[config.mk]
export PLATFORM = sky130hd
export DESIGN_NAME = voice_allocator_adsr_envelope
export DESIGN_NICKNAME = d
export VERILOG_FILES = /design/src/rtl/core/vaae_pkg.sv /design/src/rtl/core/voice_allocator_adsr_envelope.sv /design/src/rtl/core/vaae_env_step.sv
export SDC_FILE = /design/constraint.sdc
export NUM_CORES = 1
export LEC_CHECK = 0
export BUFFER_PORTS_ARGS = -buffer_cell sky130_fd_sc_hd__buf_2
export CORE_MARGIN = 4
export CORE_UTILIZATION = 50
export CTS_CLUSTER_SIZE = 28
export DETAILED_ROUTE_END_ITERATION = 6
export PLACE_DENSITY = 0.67
export REMOVE_ABC_BUFFERS = 1
export SYNTH_ARGS = -nofsm -noshare
export SYNTH_HDL_FRONTEND = slang
export SYNTH_SLANG_ARGS = --single-unit
[constraint.sdc]
create_clock -name clock -period 9.2 [get_ports clock]
set_clock_uncertainty 0.1 [all_clocks]
set_input_delay 0.46 -clock clock [delete_from_list [all_inputs] [get_ports clock]]
set_output_delay 0.46 -clock clock [all_outputs]
set_load 0.01 [all_outputs]
[src/rtl/core/vaae_pkg.sv]
// Types and constants of the voice allocator with ADSR envelopes.
`timescale 1ns / 1ps

package vaae_pkg;

   localparam int REQ_DATA_W = 16;
   localparam int REQ_USER_W = 2;
   localparam int RSP_DATA_W = 24;
   localparam int RSP_USER_W = 2;
   localparam int CSR_ADDR_W = 5;
   localparam int CSR_DATA_W = 32;

   localparam logic [3:0] LEVEL_TOP = 4'd15;
   localparam logic [7:0] FREE_MARK = 8'h80;

   // Envelope phases
   localparam logic [1:0] PH_ATTACK  = 2'd0;
   localparam logic [1:0] PH_DECAY   = 2'd1;
   localparam logic [1:0] PH_SUSTAIN = 2'd2;
   localparam logic [1:0] PH_RELEASE = 2'd3;

   // Request actions
   localparam logic [1:0] ACT_NOTE_ON  = 2'd0;
   localparam logic [1:0] ACT_NOTE_OFF = 2'd1;
   localparam logic [1:0] ACT_TICK     = 2'd2;

   // Result kinds
   localparam logic [1:0] KIND_LEVEL    = 2'd0;
   localparam logic [1:0] KIND_START    = 2'd1;
   localparam logic [1:0] KIND_RELEASED = 2'd2;

   // Register indexes (byte address / 4)
   localparam logic [2:0] REG_ATTACK  = 3'd0;
   localparam logic [2:0] REG_DECAY   = 3'd1;
   localparam logic [2:0] REG_SUSTAIN = 3'd2;
   localparam logic [2:0] REG_RELEASE = 3'd3;
   localparam logic [2:0] REG_VOICES  = 3'd4;
   localparam logic [2:0] REG_TRACK   = 3'd5;

   typedef struct packed {
      logic [3:0] level;
      logic [1:0] phase;
      logic [3:0] wait_cnt;
      logic       sounding;
   } env_type;

   typedef struct packed {
      logic [3:0] atk;
      logic [3:0] dcy;
      logic [3:0] sus;
      logic [3:0] rel;
   } rates_type;

endpackage

[src/rtl/core/voice_allocator_adsr_envelope.sv]
// Top level of the polyphonic voice allocator with per-voice ADSR envelopes.
`timescale 1ns / 1ps

// Polyphonic voice allocator with a 4-bit ADSR envelope on each voice. A request
// word carries an action in req_tuser (note_on, note_off or tick) and note and
// velocity in req_tdata. A small sequencer visits the active voices one per
// cycle, so one word is taken at a time and req_tready stays low until the word
// is done and any last result word is loaded into the output register. With n
// active voices (voices_in_use clamped to 1..MAX_VOICES), note_on runs a
// free/oldest scan, a write, a lowest-note scan (only when track_lowest is set)
// and an emit; note_off runs a scan of the n voices and a lowest-note rescan when
// the released note was the lowest held; tick runs the envelope pass and then
// walks the voice indexes while reporting. The scans go one voice at a time
// through the shared envelope step and age comparator; a stalled result side
// holds the emit. Note_off produces no result words; a tick reports up to eight
// voices whose level changed or that went silent, in voice order, the last one
// flagged by rsp_tlast. A note_on steals the voice with the smallest age stamp
// when no voice is free. Unknown actions are dropped. Registers are to be
// written through the csr_ port only while the block is idle; the block itself
// does not enforce this. There is no clearing pass after reset.
module voice_allocator_adsr_envelope #(
   parameter int MAX_VOICES = 8
) (
   input  logic                              clock,
   input  logic                              reset,
   // Request channel
   input  logic                              req_tvalid,
   output logic                              req_tready,
   input  logic [vaae_pkg::REQ_DATA_W-1:0]   req_tdata,  // note[6:0], velocity[13:7], zero[15:14]
   input  logic [vaae_pkg::REQ_USER_W-1:0]   req_tuser,  // action[1:0]
   // Result channel
   output logic                              rsp_tvalid,
   input  logic                              rsp_tready,
   output logic [vaae_pkg::RSP_DATA_W-1:0]   rsp_tdata,  // voice[2:0], level[6:3],
                                                         // velocity_out[13:7], silenced[14],
                                                         // stolen[15], lowest_note[22:16],
                                                         // lowest_valid[23]
   output logic [vaae_pkg::RSP_USER_W-1:0]   rsp_tuser,  // kind[1:0]
   output logic                              rsp_tlast,
   // Register port
   input  logic                              csr_psel,
   input  logic                              csr_penable,
   input  logic                              csr_pwrite,
   input  logic [vaae_pkg::CSR_ADDR_W-1:0]   csr_paddr,
   input  logic [vaae_pkg::CSR_DATA_W-1:0]   csr_pwdata,
   output logic [vaae_pkg::CSR_DATA_W-1:0]   csr_prdata,
   output logic                              csr_pready
);
   import vaae_pkg::*;

   localparam int VW = (MAX_VOICES > 1) ? $clog2(MAX_VOICES) : 1;
   localparam int CW = $clog2(MAX_VOICES + 1);

   // Sequencer states
   localparam logic [3:0] S_IDLE      = 4'd0;
   localparam logic [3:0] S_ON_SCAN   = 4'd1;
   localparam logic [3:0] S_ON_WRITE  = 4'd2;
   localparam logic [3:0] S_LOW_SCAN  = 4'd3;
   localparam logic [3:0] S_ON_EMIT   = 4'd4;
   localparam logic [3:0] S_OFF_SCAN  = 4'd5;
   localparam logic [3:0] S_TICK_SCAN = 4'd6;
   localparam logic [3:0] S_TICK_EMIT = 4'd7;
   localparam logic [3:0] S_DROP      = 4'd8;

   // ---------------------------------------------------------------------
   // Configuration registers
   // ---------------------------------------------------------------------
   logic [3:0] atk_ff, dcy_ff, sus_ff, rel_ff, vin_ff;
   logic       track_ff;
   logic       csr_wr;
   rates_type  rates;

   assign csr_pready = 1'b1;
   assign csr_wr     = csr_psel && csr_penable && csr_pwrite && csr_pready;

   always_ff @(posedge clock) begin
      if (reset) begin
         atk_ff   <= 4'd0;
         dcy_ff   <= 4'd4;
         sus_ff   <= 4'd12;
         rel_ff   <= 4'd4;
         vin_ff   <= 4'd8;
         track_ff <= 1'b1;
      end else if (csr_wr) begin
         unique case (csr_paddr[4:2])
            REG_ATTACK:  atk_ff   <= csr_pwdata[3:0];
            REG_DECAY:   dcy_ff   <= csr_pwdata[3:0];
            REG_SUSTAIN: sus_ff   <= csr_pwdata[3:0];
            REG_RELEASE: rel_ff   <= csr_pwdata[3:0];
            REG_VOICES:  vin_ff   <= csr_pwdata[3:0];
            REG_TRACK:   track_ff <= csr_pwdata[0];
            default: begin
            end
         endcase
      end
   end

   always_comb begin
      unique case (csr_paddr[4:2])
         REG_ATTACK:  csr_prdata = {28'd0, atk_ff};
         REG_DECAY:   csr_prdata = {28'd0, dcy_ff};
         REG_SUSTAIN: csr_prdata = {28'd0, sus_ff};
         REG_RELEASE: csr_prdata = {28'd0, rel_ff};
         REG_VOICES:  csr_prdata = {28'd0, vin_ff};
         REG_TRACK:   csr_prdata = {31'd0, track_ff};
         default:     csr_prdata = '0;
      endcase
   end

   assign rates = '{atk: atk_ff, dcy: dcy_ff, sus: sus_ff, rel: rel_ff};

   // Clamp the voice count to 1..MAX_VOICES
   logic [CW-1:0] n_act;
   always_comb begin
      if (vin_ff == 4'd0)                n_act = CW'(1);
      else if (int'(vin_ff) > MAX_VOICES) n_act = CW'(MAX_VOICES);
      else                               n_act = CW'(vin_ff);
   end

   // ---------------------------------------------------------------------
   // Voice state
   // ---------------------------------------------------------------------
   logic [7:0]  note_ff [MAX_VOICES];
   logic [6:0]  vel_ff  [MAX_VOICES];
   env_type     env_ff  [MAX_VOICES];
   logic [31:0] age_ff  [MAX_VOICES];
   logic [31:0] age_cnt_ff, age_cnt_in;
   logic [7:0]  lowest_ff, lowest_in;

   // ---------------------------------------------------------------------
   // Sequencer registers
   // ---------------------------------------------------------------------
   logic [3:0]            state_ff, state_in;
   logic [CW-1:0]         idx_ff, idx_in;
   logic [VW-1:0]         best_ff, best_in;
   logic [31:0]           best_age_ff, best_age_in;
   logic                  stole_ff, stole_in;
   logic [7:0]            low_ff, low_in;
   logic [MAX_VOICES-1:0] mask_ff, mask_in;
   logic [2:0]            cnt_ff, cnt_in;
   logic [1:0]            act_ff, act_in;
   logic [6:0]            item_note_ff, item_note_in;
   logic [6:0]            item_vel_ff, item_vel_in;

   // Output register
   logic                  out_vld_ff, out_vld_in;
   logic [1:0]            out_kind_ff, out_kind_in;
   logic [2:0]            out_voice_ff, out_voice_in;
   logic [3:0]            out_level_ff, out_level_in;
   logic [6:0]            out_vel_ff, out_vel_in;
   logic                  out_sil_ff, out_sil_in;
   logic                  out_stl_ff, out_stl_in;
   logic [7:0]            out_low_ff, out_low_in;
   logic                  out_last_ff, out_last_in;

   // Voice read/write port, one address per cycle
   logic [VW-1:0] rd_idx;
   logic [7:0]    note_rd;
   logic [6:0]    vel_rd;
   env_type       env_rd;
   logic [31:0]   age_rd;
   logic          note_we, vel_we, env_we, age_we;
   logic [7:0]    note_in;
   logic [6:0]    vel_in;
   env_type       env_in;
   logic [31:0]   age_in;

   logic [CW-1:0]         idx_plus;
   logic                  last_voice;
   logic                  out_free;
   logic                  req_acc;
   env_type               step_env;
   logic                  step_report;
   logic [MAX_VOICES-1:0] mask_rest;
   logic [7:0]            low_nx;

   assign rd_idx     = (state_ff == S_ON_WRITE || state_ff == S_ON_EMIT) ? best_ff
                                                                         : idx_ff[VW-1:0];
   assign note_rd    = note_ff[rd_idx];
   assign vel_rd     = vel_ff[rd_idx];
   assign env_rd     = env_ff[rd_idx];
   assign age_rd     = age_ff[rd_idx];
   assign idx_plus   = idx_ff + CW'(1);
   assign last_voice = (idx_plus == n_act);
   assign out_free   = !out_vld_ff || rsp_tready;
   assign req_tready = (state_ff == S_IDLE);
   assign req_acc    = req_tvalid && req_tready;

   vaae_env_step u_step (
      .cur    (env_rd),
      .rates  (rates),
      .nxt    (step_env),
      .report (step_report)
   );

   // Lowest held note candidate for the voice under the pointer
   always_comb begin
      low_nx = low_ff;
      if (!note_rd[7] && (low_ff[7] || note_rd < low_ff)) low_nx = note_rd;
   end

   // Mask of reported voices with the current one taken out
   always_comb begin
      mask_rest         = mask_ff;
      mask_rest[rd_idx] = 1'b0;
   end

   always_comb begin
      state_in     = state_ff;
      idx_in       = idx_ff;
      best_in      = best_ff;
      best_age_in  = best_age_ff;
      stole_in     = stole_ff;
      low_in       = low_ff;
      mask_in      = mask_ff;
      cnt_in       = cnt_ff;
      act_in       = act_ff;
      item_note_in = item_note_ff;
      item_vel_in  = item_vel_ff;
      age_cnt_in   = age_cnt_ff;
      lowest_in    = lowest_ff;

      note_we = 1'b0;
      vel_we  = 1'b0;
      env_we  = 1'b0;
      age_we  = 1'b0;
      note_in = note_rd;
      vel_in  = item_vel_ff;
      env_in  = env_rd;
      age_in  = age_cnt_ff + 32'd1;

      // Drop the output word once taken
      out_vld_in   = out_vld_ff && !rsp_tready;
      out_kind_in  = out_kind_ff;
      out_voice_in = out_voice_ff;
      out_level_in = out_level_ff;
      out_vel_in   = out_vel_ff;
      out_sil_in   = out_sil_ff;
      out_stl_in   = out_stl_ff;
      out_low_in   = out_low_ff;
      out_last_in  = out_last_ff;

      unique case (state_ff)
         S_IDLE: begin
            if (req_acc) begin
               act_in       = req_tuser[1:0];
               item_note_in = req_tdata[6:0];
               item_vel_in  = req_tdata[13:7];
               idx_in       = '0;
               mask_in      = '0;
               cnt_in       = 3'd0;
               unique case (req_tuser[1:0])
                  ACT_NOTE_ON:  state_in = S_ON_SCAN;
                  ACT_NOTE_OFF: state_in = S_OFF_SCAN;
                  ACT_TICK:     state_in = S_TICK_SCAN;
                  default:      state_in = S_DROP;
               endcase
            end
         end

         // Take the first free voice, else track the oldest stamp
         S_ON_SCAN: begin
            if (note_rd[7]) begin
               best_in  = rd_idx;
               stole_in = 1'b0;
               state_in = S_ON_WRITE;
            end else begin
               if (idx_ff == '0 || age_rd < best_age_ff) begin
                  best_in     = rd_idx;
                  best_age_in = age_rd;
               end
               if (last_voice) begin
                  stole_in = 1'b1;
                  state_in = S_ON_WRITE;
               end else begin
                  idx_in = idx_plus;
               end
            end
         end

         S_ON_WRITE: begin
            note_we    = 1'b1;
            note_in    = {1'b0, item_note_ff};
            vel_we     = 1'b1;
            vel_in     = item_vel_ff;
            env_we     = 1'b1;
            env_in     = '{level:    (atk_ff == 4'd0) ? sus_ff : 4'd0,
                           phase:    PH_ATTACK,
                           wait_cnt: 4'd0,
                           sounding: 1'b1};
            age_we     = 1'b1;
            age_cnt_in = age_cnt_ff + 32'd1;
            if (track_ff) begin
               idx_in   = '0;
               low_in   = FREE_MARK;
               state_in = S_LOW_SCAN;
            end else begin
               state_in = S_ON_EMIT;
            end
         end

         S_LOW_SCAN: begin
            low_in = low_nx;
            if (last_voice) begin
               lowest_in = low_nx;
               state_in  = (act_ff == ACT_NOTE_ON) ? S_ON_EMIT : S_IDLE;
            end else begin
               idx_in = idx_plus;
            end
         end

         S_ON_EMIT: begin
            if (out_free) begin
               out_vld_in   = 1'b1;
               out_kind_in  = KIND_START;
               out_voice_in = 3'(best_ff);
               out_level_in = env_rd.level;
               out_vel_in   = vel_rd;
               out_sil_in   = stole_ff;
               out_stl_in   = stole_ff;
               out_low_in   = lowest_ff;
               out_last_in  = 1'b1;
               state_in     = S_IDLE;
            end
         end

         // Free every matching voice and move it to release
         S_OFF_SCAN: begin
            if (note_rd == {1'b0, item_note_ff}) begin
               note_we         = 1'b1;
               note_in         = FREE_MARK;
               env_we          = 1'b1;
               env_in.phase    = PH_RELEASE;
               env_in.wait_cnt = 4'd0;
            end
            if (last_voice) begin
               if (lowest_ff == {1'b0, item_note_ff}) begin
                  idx_in   = '0;
                  low_in   = FREE_MARK;
                  state_in = S_LOW_SCAN;
               end else begin
                  state_in = S_IDLE;
               end
            end else begin
               idx_in = idx_plus;
            end
         end

         S_TICK_SCAN: begin
            env_we          = 1'b1;
            env_in          = step_env;
            mask_in[rd_idx] = step_report;
            if (last_voice) begin
               idx_in   = '0;
               state_in = (mask_in != '0) ? S_TICK_EMIT : S_IDLE;
            end else begin
               idx_in = idx_plus;
            end
         end

         // Walk the mask, one reported voice per output word
         S_TICK_EMIT: begin
            if (mask_ff[rd_idx]) begin
               if (out_free) begin
                  out_vld_in   = 1'b1;
                  out_kind_in  = KIND_LEVEL;
                  out_voice_in = 3'(idx_ff);
                  out_level_in = env_rd.level;
                  out_vel_in   = vel_rd;
                  out_sil_in   = !env_rd.sounding;
                  out_stl_in   = 1'b0;
                  out_low_in   = lowest_ff;
                  out_last_in  = (mask_rest == '0) || (cnt_ff == 3'd7);
                  mask_in      = mask_rest;
                  cnt_in       = cnt_ff + 3'd1;
                  if (out_last_in) state_in = S_IDLE;
                  else             idx_in   = idx_plus;
               end
            end else begin
               idx_in = idx_plus;
            end
         end

         S_DROP: state_in = S_IDLE;

         default: state_in = S_IDLE;
      endcase
   end

   // Control registers
   always_ff @(posedge clock) begin
      if (reset) begin
         state_ff   <= S_IDLE;
         out_vld_ff <= 1'b0;
         age_cnt_ff <= 32'd0;
         lowest_ff  <= FREE_MARK;
      end else begin
         state_ff   <= state_in;
         out_vld_ff <= out_vld_in;
         age_cnt_ff <= age_cnt_in;
         lowest_ff  <= lowest_in;
      end
   end

   // Working and payload registers
   always_ff @(posedge clock) begin
      idx_ff       <= idx_in;
      best_ff      <= best_in;
      best_age_ff  <= best_age_in;
      stole_ff     <= stole_in;
      low_ff       <= low_in;
      mask_ff      <= mask_in;
      cnt_ff       <= cnt_in;
      act_ff       <= act_in;
      item_note_ff <= item_note_in;
      item_vel_ff  <= item_vel_in;
      out_kind_ff  <= out_kind_in;
      out_voice_ff <= out_voice_in;
      out_level_ff <= out_level_in;
      out_vel_ff   <= out_vel_in;
      out_sil_ff   <= out_sil_in;
      out_stl_ff   <= out_stl_in;
      out_low_ff   <= out_low_in;
      out_last_ff  <= out_last_in;
   end

   // Voice state: reset clears every entry, then one write port
   always_ff @(posedge clock) begin
      if (reset) begin
         for (int i = 0; i < MAX_VOICES; i++) begin
            note_ff[i] <= FREE_MARK;
            vel_ff[i]  <= 7'd0;
            env_ff[i]  <= '0;
            age_ff[i]  <= 32'd0;
         end
      end else begin
         if (note_we) note_ff[rd_idx] <= note_in;
         if (vel_we)  vel_ff[rd_idx]  <= vel_in;
         if (env_we)  env_ff[rd_idx]  <= env_in;
         if (age_we)  age_ff[rd_idx]  <= age_in;
      end
   end

   // Result port; lowest_note reads zero when nothing is held
   assign rsp_tvalid = out_vld_ff;
   assign rsp_tuser  = out_kind_ff;
   assign rsp_tlast  = out_last_ff;
   assign rsp_tdata  = {!out_low_ff[7],
                        out_low_ff[7] ? 7'd0 : out_low_ff[6:0],
                        out_stl_ff,
                        out_sil_ff,
                        out_vel_ff,
                        out_level_ff,
                        out_voice_ff};

endmodule

[src/rtl/core/vaae_env_step.sv]
// One envelope step for one voice: the arithmetic unit shared by all voices.
`timescale 1ns / 1ps

module vaae_env_step (
   input  vaae_pkg::env_type   cur,
   input  vaae_pkg::rates_type rates,
   output vaae_pkg::env_type   nxt,
   output logic                report
);
   import vaae_pkg::*;

   always_comb begin
      nxt    = cur;
      report = 1'b0;
      if (cur.sounding) begin
         if (cur.wait_cnt != 4'd0) begin
            nxt.wait_cnt = cur.wait_cnt - 4'd1;
         end else begin
            unique case (cur.phase)
               PH_ATTACK: begin
                  if (cur.level == LEVEL_TOP || rates.atk == 4'd0) begin
                     nxt.phase = PH_DECAY;
                     if (cur.level < rates.sus) nxt.level = rates.sus;
                  end else begin
                     nxt.level    = cur.level + 4'd1;
                     nxt.wait_cnt = rates.atk - 4'd1;
                  end
                  if (nxt.level == LEVEL_TOP) nxt.phase = PH_DECAY;
               end
               PH_DECAY: begin
                  if (cur.level <= rates.sus || rates.dcy == 4'd0) begin
                     nxt.level = rates.sus;
                     nxt.phase = PH_SUSTAIN;
                  end else begin
                     nxt.level    = cur.level - 4'd1;
                     nxt.wait_cnt = rates.dcy - 4'd1;
                  end
               end
               PH_SUSTAIN: begin
               end
               PH_RELEASE: begin
                  if (cur.level == 4'd0 || rates.rel == 4'd0) begin
                     nxt.level    = 4'd0;
                     nxt.sounding = 1'b0;
                  end else begin
                     nxt.level    = cur.level - 4'd1;
                     nxt.wait_cnt = rates.rel - 4'd1;
                  end
               end
            endcase
            report = (nxt.level != cur.level) || !nxt.sounding;
         end
      end
   end

endmodule

==> impl_metrics.json, run 1 <==
{
  "status": "finished, violations left",
  "failed_checks": "DRC",
  "grt_pass1_vias": 21620,
  "yosysWarnings": 0,
  "dp_hpwl_um": 51950,
  "synth_area_sq_um": 30260,
  "post_cts_buffers": 0,
  "cts_tree": "built",
  "period_share_pct": 77.25,
  "hold_viol": 0,
  "ios": 124,
  "path_max_fanout": 32,
  "vias_per_cell": 6.175,
  "rsz0062_at_grt": "false",
  "routabilityCongestion": 0.9139,
  "dpl_cell_area_sq_um": 31240,
  "crit_path_start_kind": "flip-flop",
  "synth.distinct_cells": 97,
  "synth_edf_count": 565,
  "wl_um": 83610,
  "numCtsBuffers": 68,
  "postSynth.asyncResetShare_pct": 0,
  "antenna_found_initial": 2,
  "drt.antenna.violating_nets": 0,
  "worst_slew_pin_slew_ns": 1.330,
  "cts.clk_slew.worst_paths_ns": 0.06,
  "drv_cap": 0,
  "grt_remaining_overflow": 0,
  "finalSetupViolations": 0,
  "cts.sinks": 631,
  "die_x_um": 254.0,
  "cts-root-buf": "clkbuf_16",
  "htree_levels": 3,
  "portBuffers": 61,
  "crit_path_end_kind": "flip-flop",
  "arrival_ns": 7.26,
  "ctsLongestPathBuffers": 3,
  "fin_nets": 2881,
  "layout_commonest_cell": "edfxtp_1",
  "drv_slew": 0,
  "synthFlopType": "edfxtp_1",
  "insertion_delay_ns": 0.62,
  "firstDrtPassIters": 7,
  "start_util_pct": 50.88,
  "cts_resized": 0,
  "regArea_sq_um": 18290,
  "setup_tns_ns": 0,
  "core_area_sq_um": 59460,
  "maxSlewHeadroom_pct": 9.058,
  "area_growth_pct": 10.87,
  "die_y_um": 254.0,
  "synth-seq-cells": 631,
  "fillers": 5027,
  "max_freq_mhz": 140.7,
  "hold_class": "primary input to flip-flop",
  "whs_ns": 0.06681,
  "dieArea_sq_um": 64510,
  "drt_iter0_drc": 2362,
  "num_vias": 22140,
  "post_drt_wl_per_cell_um": 23.31,
  "worstPathRequired_ns": 9.35,
  "placementRows": 89,
  "p_leak_nw": 12.34,
  "power.density_nw_per_um2": 337.7,
  "crit_type": "flip-flop to flip-flop",
  "grt_pass1_wl_um": 127000,
  "track_usage_pct": 25.58,
  "drcViolationCount": 2,
  "grt_max_degree": 81,
  "ys_seq_area_share_pct": 60.44,
  "drive_gt1_share_pct": 10.32,
  "synth_cells": 2720,
  "period_needed_ns": 7.107,
  "final_cell_mix": "edfxtp_1 (565), nor2_1 (501), nand2_1 (282), a21oi_1 (105), o21ai_0 (82)",
  "finalInstanceArea_sq_um": 33540,
  "postSynthAreaPerCell_sq_um": 11.12,
  "multi_input_area_sq_um": 10940,
  "ir_worst_vdd_mv": 0.2110
}
==> final timing paths <==
check | slack, ns | cells past startpoint | to | startpoint
setup / recovery | 2.09 | 17 | best_age_ff[0] | state_ff[2]
hold / removal | 0.07 | 2 | vin_ff[3] | csr_pwdata[3]
setup reg to reg | 2.09 | 17 | best_age_ff[0] | state_ff[2]
hold reg to reg | 0.37 | 0 | out_low_ff[7] | lowest_ff[7]
==> power breakdown <==
| group | switching, mW | internal [mW] | total [mW] | leakage [nW] |
|---|---|---|---|---|
| registers | 0.176 | 3.49 | 3.67 | 6.23 |
| clock network | 1.14 | 1.50 | 2.64 | 1.06 |
| logic | 3.44 | 1.57 | 5.02 | 5.05 |
| total | 4.76 | 6.57 | 11.3 | 12.3 |
==> layout make-up <==
class | instances | area share, %
diodes | 2 | 0.01492
clock buffers | 81 | 5.278
clock inverters | 41 | 1.108
inverters | 82 | 0.9176
multi-input cells | 1842 | 32.62
flip-flops and latches | 631 | 54.52
well taps | 773 | 2.883
repair buffers | 134 | 2.663
==> cells in the mapped netlist (all sizes together), types with 6 or more instances <==
library cell | number | area [sq um]
mux4 | 10 | 225.2
o31ai | 7 | 52.55
a21boi | 10 | 75.07
nor4 | 13 | 96.34
a21o | 13 | 97.59
mux2 | 7 | 78.82
or2 | 15 | 93.84
o22ai | 15 | 93.84
edfxtp | 565 | 16970
ha | 60 | 750.7
or3 | 20 | 125.1
and3 | 81 | 506.7
buf | 76 | 455.4
mux2i | 44 | 444.2
a311o | 6 | 60.06
a22oi | 15 | 117.6
nand3 | 59 | 300.3
a22o | 13 | 113.9
xnor2 | 49 | 436.7
a222oi | 75 | 750.7
a31oi | 8 | 50.05
and4 | 9 | 78.83
o2111ai | 7 | 67.56
o21ai | 95 | 479.2
dfxtp | 66 | 1321
a211o | 10 | 87.58
inv | 80 | 300.3
nand4 | 22 | 143.9
nand2b | 23 | 143.9
clkbuf | 117 | 439.2
a221oi | 11 | 113.9
nor2b | 33 | 206.5
a211oi | 21 | 157.7
nand2 | 293 | 1100
nor3 | 34 | 175.2
xor2 | 27 | 255.3
and2 | 13 | 81.33
a21oi | 108 | 551.8
nor2 | 504 | 1897
==> registers in the layout, summed over array words and instances, names as in the netlist, 32 cells and up <==
name,count
env_ff,88
vel_ff,56
best_age_ff,32
age_cnt_ff,32
age_ff,256
note_ff,64
==> critical path, cell delays in order, from the launching register on <==
cell and delay (ns):
dfxtp_1 0.76, xor2_4 0.62, a21oi_1 0.21, nor2_1 0.55, clkinv_1 0.55, nor3_4 0.54, buf_4 0.45, a221oi_1 0.15
nand4_1 0.18, ha_1 0.27, nand3_1 0.13, nor2_1 0.07, o41ai_1 0.34, a21oi_1 0.09, o31ai_1 0.81, a22oi_1 0.22
nor3_2 0.15, buf_4 0.46
==> layer usage <==
metal	up-vias	GRT usage, %	routed length [um]
li1	10010	-	-
met1	10850	34.07	33470
met2	1099	42.89	40290
met3	184	4.626	7452
met4	2	8.276	2380
met5	-	0	12
==> per-stage QoR <==
| stage | setup slack (ns) | power, mW | utilization (%) | cells |
|---|---|---|---|---|
| 3_3_place_gp | 2.255 | 8.546 | 52.53 | 3446 |
| 4_1_cts | 2.156 | 11.29 | 56.40 | 3584 |
| 5_1_grt | 1.715 | 11.93 | 56.41 | 3585 |
| 6_report | 2.093 | 11.33 | 56.41 | 3586 |
| 3_5_place_dp | 2.163 | 8.639 | 52.53 | 3446 |
| 2_1_floorplan | -0.2843 | 6.808 | - | 2555 |
==> cell families (layout without fill, tap and decap cells) <==
family / Yosys count / count (layout) / share of synthesized area [%]
flip-flops: 631 / 631 / 60.44
adder cells (fa/ha/maj): 60 / 60 / 2.481
buffers and inverters: 275 / 338 / 3.974
AND/OR/NAND/NOR: 1141 / 1141 / 16.97
other: 2 / 32 / 0.02482
multiplexers: 61 / 61 / 2.473
XOR/XNOR: 76 / 76 / 2.287
AO/OA/AOI/OAI: 474 / 474 / 11.35
==> repair_timing <==
item | CTS | global route
hold buffers | 16 | 0
endpoints found under the setup margin | 0 | 0
endpoints found under the hold margin | 16 | 0
Power figures use the tool's default switching activity.
==> run 2, diff against run 1 <==
- ABC_AREA: not set -> 1
- PLACE_DENSITY: 0.67 -> 0.69
- clock period: 9.2 -> 6.48 ns (I/O delays scaled with it)
==> impl_metrics.json, run 2 <==
{
  "status": "completed",
  "ys_seq_area_share_pct": 62.45,
  "rsz0062_at_grt": "false",
  "min_to": "track_ff",
  "dp_hpwl_um": 50840,
  "fin_util_pct": 57.16,
  "postSynthAreaPerCell_sq_um": 10.46,
  "area_growth_pct": 12.84,
  "portBuffers": 61,
  "r2r_slack_ns": 0.55,
  "ios": 124,
  "wl_met1_um": 32180,
  "max_freq_mhz": 168.7,
  "final_cell_mix": "edfxtp_1 (565), nor2_1 (544), nand2_1 (403), inv_1 (259), a22oi_1 (134)",
  "r2r_cells": 24,
  "fillers": 4784,
  "setup_tns_ns": 0,
  "largest_register_ffs": 256,
  "maxSlewHeadroom_pct": 19.74,
  "htree_levels": 3,
  "drv_cap": 0,
  "hold_path_depth": 3,
  "timing.rr.end": "best_age_ff[26]",
  "ctsLongestPathBuffers": 3,
  "cts.clk_slew.worst_paths_ns": 0.06,
  "grt_pass1_vias": 21610,
  "finalSetupViolations": 0,
  "p_leak_nw": 12.86,
  "drt_iter0_drc": 2336,
  "power.density_nw_per_um2": 545.2,
  "worst_slew_pin_slew_ns": 1.200,
  "firstDrtPassIters": 6,
  "hold_class": "primary input to flip-flop",
  "cp-startpoint": "state_ff[1]",
  "start_util_pct": 50.66,
  "diodes": 0,
  "drt.antenna.violating_nets": 0,
  "fin_nets": 3026,
  "core_area_sq_um": 57810,
  "synth_edf_count": 565,
  "path_max_fanout": 20,
  "finalNonFillerCells": 3721,
  "top_layer_used": "met4",
  "numCtsBuffers": 66,
  "arrival_ns": 6.14,
  "insertion_delay_ns": 0.62,
  "drv_slew": 0,
  "min_from": "reset",
  "top_register": "age_ff",
  "ir_worst_vdd_mv": 0.3240,
  "die_y_um": 250,
  "num_vias": 21610,
  "placementRows": 88,
  "synth-seq-cells": 631,
  "hold_viol": 0,
  "synth_area_leaders": "edfxtp_1 (58%), nor2_1 (7.0%), nand2_1 (5.3%)",
  "crit_path_end_kind": "flip-flop",
  "postSynth.asyncResetShare_pct": 0,
  "crit_path_start_kind": "flip-flop",
  "period_share_pct": 91.49,
  "grt_pass1_wl_um": 124900,
  "synth_top_cell_by_area": "edfxtp_1",
  "period_needed_ns": 5.928,
  "yosysWarnings": 0,
  "synth.distinct_cells": 59,
  "top_regs": "age_ff: 256 flops, env_ff: 88 flops, note_ff: 64 flops",
  "synthFlopType": "edfxtp_1",
  "met2_length_um": 38900,
  "synth_top_area_share_pct": 57.94,
  "die_x_um": 250,
  "antenna_found_initial": 1,
  "layout_commonest_cell": "edfxtp_1",
  "drcViolationCount": 0,
  "met3_wirelength_um": 7499,
  "post_drt_wl_per_cell_um": 21.88,
  "cts.sinks": 631,
  "worstPathRequired_ns": 6.69,
  "track_usage_pct": 25.51,
  "wl_um": 81430,
  "synth_most_common_cell": "edfxtp_1",
  "grt_remaining_overflow": 0,
  "cts_tree": "built",
  "regToRegStartpoint": "state_ff[1]",
  "dieArea_sq_um": 62500,
  "vias_per_cell": 5.807,
  "grt_max_degree": 49,
  "synth_cells": 2800,
  "ys_top_cells_by_count": "edfxtp_1 (565), nor2_1 (546), nand2_1 (416)",
  "post-place-cells": 3581,
  "cts-root-buf": "clkbuf_16",
  "crit_type": "flip-flop to flip-flop",
  "routabilityCongestion": 0.9058,
  "synth_area_sq_um": 29280,
  "drive_gt1_share_pct": 11.03
}
[run 2: cells by family after synthesis]
group / after synthesis / share of synthesized area, %
other cells: 2 / 0.02565
xor+xnor: 52 / 1.555
fa+ha+maj: 60 / 2.564
compound gates: 451 / 10.30
simple gates: 1170 / 16.88
flops: 631 / 62.45
buf+inv: 434 / 6.226
[run 2: area by class of cell]
type / instances / area (sq um) / area share (%)
repair buffers: 158 / 1109 / 3.355
multi-input cells: 1763 / 9324 / 28.22
flip-flops and latches: 631 / 18290 / 55.35
clock buffers: 81 / 1778 / 5.381
inverters: 284 / 1067 / 3.230
clock inverters: 39 / 518.0 / 1.568
well taps: 765 / 957.2 / 2.897
[run 2: timing repair]
item                                   4_1_cts  5_1_grt
gates resized for setup                      0        1
setup endpoints to repair                    0       13
hold buffers                                20        0
buffers inserted                             0        0
endpoints found under the hold margin       31        0
[run 2: through the flow]
stage	hold slack, ns	area (sq um)	setup slack [ns]	power, mW
final	0.02157	33040	0.5518	18.02
after global placement	0.3574	30540	0.7005	13.71
after global routing	0.04485	33040	0.1313	19.06
after detailed placement	0.3489	30540	0.6132	13.89
after floorplan	0.2931	28630	0.7984	10.65
after CTS	0.01280	33040	0.5743	17.90
[run 2: power by group]
part | internal [mW] | switching [mW]
Combinational | 2.38 | 6.27
Sequential | 5.13 | 0.228
Clock | 2.34 | 1.66
Total | 9.86 | 8.16
[run 2: layer usage]
layer / track usage, % / up-vias
li1: - / 9883
met1: 34.06 / 10470
met3: 4.627 / 187
met2: 42.11 / 1071
met4: 9.431 / 0
met5: 0 / -
[run 2: worst max path at each step]
| stage | to | slack (ns) | cells past startpoint |
|---|---|---|---|
| 2_1_floorplan | best_age_ff[0] | 0.80 | 22 |
| 3_3_place_gp | env_ff[0][9] | 0.70 | 31 |
| 3_5_place_dp | env_ff[1][9] | 0.61 | 31 |
| 4_1_cts | env_ff[2][9] | 0.57 | 31 |
| 5_1_grt | env_ff[2][9] | 0.13 | 31 |
| 6_report | best_age_ff[26] | 0.55 | 24 |
[run 2: worst max-delay path, cell delays in order (launching register included)]
cell,delay (ns)
dfxtp_1,0.49
inv_2,0.09
nor2_4,0.11
nand2_2,0.20
nand2_4,0.15
nand2_1,0.06
nand2_1,0.38
nor2_1,0.21
nand2_2,0.17
inv_2,0.31
buf_4,0.32
a221oi_1,0.34
nand4_1,0.19
ha_1,0.34
a21oi_1,0.17
o21ai_0,0.18
nor3b_1,0.18
o21ai_0,0.22
o211ai_1,0.13
nand2_1,0.11
nand2_1,0.15
nand2_1,0.10
nand2_1,0.12
nor2_4,0.52
buf_12,0.26
